### src/rtl/hamfd_pkg.sv
// ----------------------------------------------------------------------------
// hamfd_pkg: shared types and constants for the hilbert am/fm demodulator
// tap count, cordic arctangent table, sequencer states
// ----------------------------------------------------------------------------
package hamfd_pkg;

  localparam int Taps = 15;
  localparam int TapMid = (Taps - 1) / 2;
  localparam int SampleBits = 16;
  localparam int CordicSteps = 16;
  localparam int PtrW = $clog2(Taps);
  localparam int RateW = 18;
  localparam int EnvW = 16;
  localparam int FreqW = 22;
  localparam int AccW = 40;
  localparam int CordW = 44;
  localparam int StepW = $clog2(CordicSteps);
  localparam logic [RateW-1:0] RateReset = 18'd44100;
  localparam logic [16:0] InvGain = 17'd39797;

  typedef enum logic [2:0] {
    ST_IDLE,
    ST_FIR,
    ST_ROUND,
    ST_CORDIC,
    ST_ENV,
    ST_FREQ,
    ST_OUT
  } state_t;

  // tap i applies to the sample delayed by i, m = i - (Taps-1)/2
  // odd m gives 2/(pi m) in q16, even m gives zero
  function automatic logic signed [17:0] tap_coef(input logic [PtrW-1:0] i);
    logic signed [17:0] r;
    case (i)
      4'd0:    r = -18'sd5960;
      4'd2:    r = -18'sd8344;
      4'd4:    r = -18'sd13907;
      4'd6:    r = -18'sd41722;
      4'd8:    r = 18'sd41722;
      4'd10:   r = 18'sd13907;
      4'd12:   r = 18'sd8344;
      4'd14:   r = 18'sd5960;
      default: r = 18'sd0;
    endcase
    return r;
  endfunction

  function automatic logic [31:0] atan_turn(input logic [StepW-1:0] i);
    logic [31:0] r;
    case (i)
      4'd0:  r = 32'h20000000;
      4'd1:  r = 32'h12E4051E;
      4'd2:  r = 32'h09FB385B;
      4'd3:  r = 32'h051111D4;
      4'd4:  r = 32'h028B0D43;
      4'd5:  r = 32'h0145D7E1;
      4'd6:  r = 32'h00A2F61E;
      4'd7:  r = 32'h00517C55;
      4'd8:  r = 32'h0028BE53;
      4'd9:  r = 32'h00145F2F;
      4'd10: r = 32'h000A2F98;
      4'd11: r = 32'h000517CC;
      4'd12: r = 32'h00028BE6;
      4'd13: r = 32'h000145F3;
      4'd14: r = 32'h0000A2FA;
      4'd15: r = 32'h0000517D;
      default: r = 32'h0;
    endcase
    return r;
  endfunction

endpackage

### src/rtl/hilbert_am_fm_demodulator.sv
// ----------------------------------------------------------------------------
// hilbert_am_fm_demodulator: envelope and instantaneous frequency of audio
// hilbert fir quadrature, cordic vectoring, phase difference scaled by rate
// ----------------------------------------------------------------------------
// One sample goes in, one word comes out with the envelope (unsigned q16.0,
// in input sample lsbs) and frequency (hz, 4 fraction bits). The result word
// is offered after the sample is accepted and has passed through the fir,
// which runs one tap a cycle through a single 16x18 multiplier, a rounding
// step, the cordic micro-rotation unit, and the envelope and frequency
// multiplies, which load the output register. The block takes no new sample
// until the result has been taken and the sequencer is idle again.
// sample_rate is written via cfg_we/cfg_wdata.
module hilbert_am_fm_demodulator (
  input  logic                                 clk,
  input  logic                                 rst_n,
  input  logic                                 in_valid,
  output logic                                 in_ready,
  input  logic signed [hamfd_pkg::SampleBits-1:0] in_sample,
  output logic                                 out_valid,
  input  logic                                 out_ready,
  output logic [hamfd_pkg::EnvW-1:0]           out_envelope,
  output logic signed [hamfd_pkg::FreqW-1:0]   out_frequency,
  input  logic                                 cfg_we,
  input  logic [hamfd_pkg::RateW-1:0]          cfg_wdata
);
  import hamfd_pkg::*;

  state_t state_r, state_nxt;
  logic signed [SampleBits-1:0] dline_r [Taps];
  logic [PtrW-1:0] wptr_r;
  logic [PtrW-1:0] tap_r;
  logic [StepW-1:0] step_r;
  logic [15:0] last_phase_r;
  logic [RateW-1:0] rate_r;
  logic signed [AccW-1:0] acc_r;
  logic signed [CordW-1:0] x_r, y_r;
  logic [31:0] z_r;
  logic zero_r;
  logic [EnvW-1:0] env_r;
  logic signed [FreqW-1:0] freq_r;
  logic [PtrW-1:0] cur_ptr_r;

  // fir tap select
  logic [PtrW:0] rd_sum;
  logic [PtrW-1:0] rd_idx;
  logic signed [17:0] coef;
  logic signed [AccW-1:0] prod;
  logic signed [AccW-1:0] im_full;
  logic [PtrW:0] c_sum;
  logic [PtrW-1:0] c_idx;
  logic signed [SampleBits-1:0] re_val;
  logic signed [CordW-1:0] x0, y0, dx, dy;
  logic [48:0] env_prod;
  logic [48:0] env_sh;
  logic [15:0] phase;
  logic signed [16:0] dphase;
  logic signed [16+RateW+1:0] fprod;
  logic fsm_fir_done, fsm_cordic_done;

  always_comb begin
    rd_sum = {1'b0, cur_ptr_r} + (PtrW+1)'(Taps) - {1'b0, tap_r};
    rd_idx = (rd_sum >= (PtrW+1)'(Taps)) ? PtrW'(rd_sum - (PtrW+1)'(Taps)) : rd_sum[PtrW-1:0];
    coef = tap_coef(tap_r);
    prod = AccW'(coef) * AccW'(dline_r[rd_idx]);
    im_full = (acc_r + AccW'(32768)) >>> 16;
    c_sum = {1'b0, cur_ptr_r} + (PtrW+1)'(Taps - TapMid);
    c_idx = (c_sum >= (PtrW+1)'(Taps)) ? PtrW'(c_sum - (PtrW+1)'(Taps)) : c_sum[PtrW-1:0];
    re_val = dline_r[c_idx];
    x0 = CordW'(re_val) <<< 8;
    y0 = CordW'(im_full) <<< 8;
    dx = y_r >>> step_r;
    dy = x_r >>> step_r;
    // x stays non-negative and well inside 32 bits after the rotations
    env_prod = 49'(x_r[31:0]) * 49'(InvGain);
    env_sh = (env_prod + 49'(1 << 23)) >> 24;
    phase = zero_r ? 16'd0 : 16'((z_r + 32'h8000) >> 16);
    dphase = 17'($signed(phase - last_phase_r));
    fprod = (16+RateW+2)'(dphase) * (16+RateW+2)'($signed({1'b0, rate_r}));
    fsm_fir_done = (tap_r == PtrW'(Taps - 1));
    fsm_cordic_done = (step_r == StepW'(CordicSteps - 1));
  end

  always_comb begin
    state_nxt = state_r;
    case (state_r)
      ST_IDLE:   if (in_valid) state_nxt = ST_FIR;
      ST_FIR:    if (fsm_fir_done) state_nxt = ST_ROUND;
      ST_ROUND:  state_nxt = ST_CORDIC;
      ST_CORDIC: if (fsm_cordic_done) state_nxt = ST_ENV;
      ST_ENV:    state_nxt = ST_FREQ;
      ST_FREQ:   state_nxt = ST_OUT;
      ST_OUT:    if (out_ready) state_nxt = ST_IDLE;
      default:   state_nxt = ST_IDLE;
    endcase
  end

  always_comb begin
    in_ready = (state_r == ST_IDLE);
    out_valid = (state_r == ST_OUT);
  end

  assign out_envelope = env_r;
  assign out_frequency = freq_r;

  always_ff @(posedge clk) begin
    if (!rst_n) begin
      state_r <= ST_IDLE;
      wptr_r <= '0;
      last_phase_r <= '0;
      rate_r <= RateReset;
      for (int k = 0; k < Taps; k++) dline_r[k] <= '0;
    end else begin
      state_r <= state_nxt;
      if (cfg_we) rate_r <= cfg_wdata;
      case (state_r)
        ST_IDLE: begin
          if (in_valid) begin
            dline_r[wptr_r] <= in_sample;
            cur_ptr_r <= wptr_r;
            wptr_r <= (wptr_r == PtrW'(Taps - 1)) ? '0 : wptr_r + 1'b1;
            tap_r <= '0;
            acc_r <= '0;
          end
        end
        ST_FIR: begin
          acc_r <= acc_r + prod;
          tap_r <= tap_r + 1'b1;
        end
        ST_ROUND: begin
          zero_r <= (re_val == '0) && (im_full == '0);
          step_r <= '0;
          if (re_val < 0) begin
            x_r <= -x0;
            y_r <= -y0;
            z_r <= 32'h80000000;
          end else begin
            x_r <= x0;
            y_r <= y0;
            z_r <= '0;
          end
        end
        ST_CORDIC: begin
          if (y_r >= 0) begin
            x_r <= x_r + dx;
            y_r <= y_r - dy;
            z_r <= z_r + atan_turn(step_r);
          end else begin
            x_r <= x_r - dx;
            y_r <= y_r + dy;
            z_r <= z_r - atan_turn(step_r);
          end
          step_r <= step_r + 1'b1;
        end
        ST_ENV: begin
          if (env_sh > 49'(65535)) env_r <= '1;
          else env_r <= EnvW'(env_sh);
        end
        ST_FREQ: begin
          freq_r <= FreqW'((fprod + (16+RateW+2)'(2048)) >>> 12);
          last_phase_r <= phase;
        end
        default: ;
      endcase
    end
  end

endmodule
### config.mk
export PLATFORM = sky130hd
export DESIGN_NAME = hilbert_am_fm_demodulator
export DESIGN_NICKNAME = d
export VERILOG_FILES = /design/src/rtl/hamfd_pkg.sv /design/src/rtl/hilbert_am_fm_demodulator.sv
export SDC_FILE = /design/constraint.sdc
export NUM_CORES = 2
export LEC_CHECK = 0
export ABC_CLOCK_PERIOD_IN_PS = 12500
export BUFFER_PORTS_ARGS = -buffer_cell sky130_fd_sc_hd__buf_2
export CAP_MARGIN = 10
export CORE_ASPECT_RATIO = 1.1
export CORE_MARGIN = 4
export CORE_UTILIZATION = 31
export DETAILED_ROUTE_END_ITERATION = 12
export PLACE_DENSITY_LB_ADDON = 0.08
export SYNTH_ARGS = -nofsm -noshare
export SYNTH_HDL_FRONTEND = slang
export SYNTH_SLANG_ARGS = --single-unit
export TNS_END_PERCENT = 20
### constraint.sdc
create_clock -name clk -period 12.5 [get_ports clk]
set_clock_uncertainty 0.05 [all_clocks]
set_input_delay 1.25 -clock clk [delete_from_list [all_inputs] [get_ports clk]]
set_output_delay 1.25 -clock clk [all_outputs]
set_load 0.02 [all_outputs]
==> flow_summary_export.csv <==
group,metric,value,unit
final_layout,multiInputGateArea,50200,sq um
sta,rsz0062_at_grt,"false",
worst_setup_path,max_stage_delay,0.78,ns
worst_setup_path,start_kind,"register",
yosys,synth_cell_types,96,
yosys,syn_area_per_cell,9.87,sq um
worst_setup_path,arrival,12.00,ns
global_routing,grt-ovfl-total,0,
global_routing,grt_pass1_wl,342000,um
detailed_routing,drt_iter0_drc,2959,
final_layout,areaGrowthSynthToFinish,9.89,%
sta,hold_violations,0,
yosys,syn_area,70900,sq um
clock_tree,cts-hold-fix-buffers,0,
clock_tree,cts_buffer_depth,3,
worst_setup_path,crit_type,"register to register",
clock_tree,cts_tree,"yes",
sta,tightest_slew,1.21,ns
clock_tree,worstSkewPairLatency,0.73,ns
global_routing,gr-usage-all-layers,18.7,%
detailed_routing,vias,51200,
floorplan,dieArea,236000,sq um
floorplan,core_area,227000,sq um
worst_setup_path,cp-end-kind,"register",
yosys,yosysWarnings,0,
final_layout,nNetsFinal,8590,
yosys,syn_nets,8594,
detailed_routing,avgViaCountPerCell,5.02,
run,max_cap_viol_count,0,
sta,fmaxAchievable,85.9,MHz
placement,portBuffers,78,
clock_tree,cts.htree.levels,3,
sta,setup_viol,0,
yosys,synth_edf_count,467,
sta,period_share,93.1,%
floorplan,start_util,31.3,%
global_routing,grt_pass1_vias,54700,
floorplan,die_w,464,um
clock_tree,cts_inserted_buffers,78,
sta,tns,0,ns
worst_setup_path,worstPathMaxFanout,31,
detailed_routing,drc,0,
global_routing,grt_max_degree,122,
sta,finalCriticalPeriod,11.64,ns
yosys,async_flop_share,0,%
run_status,status,"complete, no violations",
yosys,synth_ff_type,"edfxtp_1",
detailed_routing,first_pass_iters,7,
min_path,min_path_type,"register to register",
worst_setup_path,cp.required,12.86,ns
detailed_routing,antenna_left,0,
final_layout,drive_gt1_share,9.01,%
placement,hpwl,169000,um
yosys,syn_inst,7180,
floorplan,die_height,509,um
final_layout,fillCellCount,23100,
floorplan,row_count,183,
detailed_routing,routedWlPerCell,21.6,um
final_layout,regArea,15700,sq um
floorplan,io_pins,79,
worst_setup_path,slowest_stage,"fa_1",
clock_tree,clock-root-buffer,"clkbuf_16",
global_routing,antenna_found_initial,9,
clock_tree,clk_pin_slew,0.06,ns
placement,routabilityCongestion,0.835,
detailed_routing,wl,220000,um
yosys,seq_area_frac_synth,22.1,%
sta,slew_headroom,19.0,%
yosys,synth_seq_cells,549,
sta,slew_viol_final,0,
clock_tree,cts_sinks,549,
-- what timing repair did --
item,4_1_cts,5_1_grt
buffers inserted,0,0
setup endpoints to repair,0,1
endpoints found under the hold margin,0,0
resized for setup,0,2
-- cells in the final DEF, fill, tap and decap left out, drive strengths merged, types with 22 or more instances in the layout --
cell,synthesis,final
nand3,84,84
nor3,76,76
dfxtp,82,82
nand2b,56,56
and2,468,468
ha,576,576
a211oi,97,97
or4,28,28
mux4,174,174
nor2b,83,83
nand2,670,670
a31oi,55,55
xnor2,209,209
o31ai,37,37
inv,1090,1092
and3,68,68
nand4,35,35
mux2,53,53
edfxtp,467,467
a21o,114,114
or3,31,31
a21oi,238,238
o211ai,26,26
o21ai,273,273
or2,37,37
a21boi,24,24
o21a,50,50
nor4,22,22
fa,799,799
nor2,312,312
mux2i,161,161
xor2,141,141
clkbuf,235,104
buf,58,209
clkinv,1,24
-- metrics by stage --
stage	instance area [sq um]	hold WS, ns	std cells	setup slack [ns]	util (%)
floorplan	70900	0.356	7180	2.39	-
global placement	75100	0.403	10100	0.720	33.1
detailed placement	75100	0.408	10100	0.562	33.1
CTS	77900	0.415	10200	0.489	34.3
global route	77900	0.438	10200	0.0997	34.4
finish	77900	0.415	10200	0.859	34.4
-- Yosys cell counts (34+ instances only) --
master | instances | area (sq um)
inv_1 | 1089 | 4090
fa_1 | 799 | 16000
nand2_1 | 670 | 2510
ha_1 | 576 | 7210
edfxtp_1 | 467 | 14000
and2_1 | 460 | 2880
nor2_1 | 312 | 1170
o21ai_0 | 270 | 1350
a21oi_1 | 238 | 1190
clkbuf_1 | 235 | 882
xnor2_1 | 209 | 1830
mux4_2 | 167 | 3760
mux2i_1 | 161 | 1610
xor2_1 | 141 | 1230
a21o_1 | 114 | 856
a211oi_1 | 97 | 728
nand3_1 | 84 | 420
nor2b_1 | 83 | 519
dfxtp_1 | 82 | 1640
nor3_1 | 76 | 380
and3_1 | 68 | 425
nand2b_1 | 56 | 350
a31oi_1 | 55 | 344
mux2_2 | 53 | 597
o21a_1 | 50 | 375
o31ai_1 | 37 | 278
nand4_1 | 35 | 219
or2_2 | 34 | 213
-- sequential cells by signal, summed over array words and instances (netlist names), named ones only --
signal,flops
dline_r,256
x_r,44
y_r,44
acc_r,40
z_r,32
out_frequency,22
rate_r,18
last_phase_r,16
out_envelope,16
coef,11
cur_ptr_r,4
step_r,4
tap_r,4
wptr_r,4
state_r,3
zero_r,1
-- layer usage --
metal	global-route usage (%)	vias up	routed length (um)
met5	0	-	233
met4	4.62	4	5020
met3	1.70	207	6200
met2	32.5	773	107000
met1	25.3	25900	102000
li1	-	24300	-
-- cell type report --
| cell class | instances | share of cell area [%] |
|---|---|---|
| sequential | 549 | 20.1 |
| inverter | 1091 | 5.27 |
| clock inverter | 37 | 0.771 |
| multi-input combinational | 5247 | 64.4 |
| tap | 2960 | 4.76 |
| timing repair buffer | 209 | 1.84 |
| clock buffer | 104 | 2.80 |
| antenna | 2 | 0.00643 |
-- critical path: cells and delay by family (launching register included) --
family	cells	cell delay, ns
adder cells (fa/ha/maj)	10	4.91
AND/OR/NAND/NOR	7	1.21
XOR/XNOR	2	0.63
buffers and inverters	9	1.48
AO/OA/AOI/OAI	7	1.98
flip-flops	1	0.44
multiplexers	1	0.55
-- cell families (layout without fill, tap and decap cells) --
kind of cell | after synthesis | in the layout | synth area share (%)
buffers and inverters | 1384 | 1441 | 7.49
and+or+nand+nor | 2035 | 2035 | 14.6
AOI/OAI and AO/OA | 1098 | 1098 | 10.0
muxes | 388 | 388 | 8.68
other | 0 | 2 | 0
DFF | 549 | 549 | 22.1
xor gates and xnor gates | 351 | 351 | 4.36
adders and majority gates | 1375 | 1375 | 32.7
-- final timing paths --
path | start | cells past startpoint | slack, ns | end
hold / removal | last_phase_r[11] | 2 | 0.42 | last_phase_r[11]
setup / recovery | tap_r[0] | 36 | 0.86 | acc_r[39]
setup reg to reg | tap_r[0] | 36 | 0.86 | acc_r[39]
hold reg to reg | last_phase_r[11] | 2 | 0.42 | last_phase_r[11]
Power is left out: the tool's default activity adds up to more than one toggle a clock period on the data nets, which glitch-free logic cannot reach.
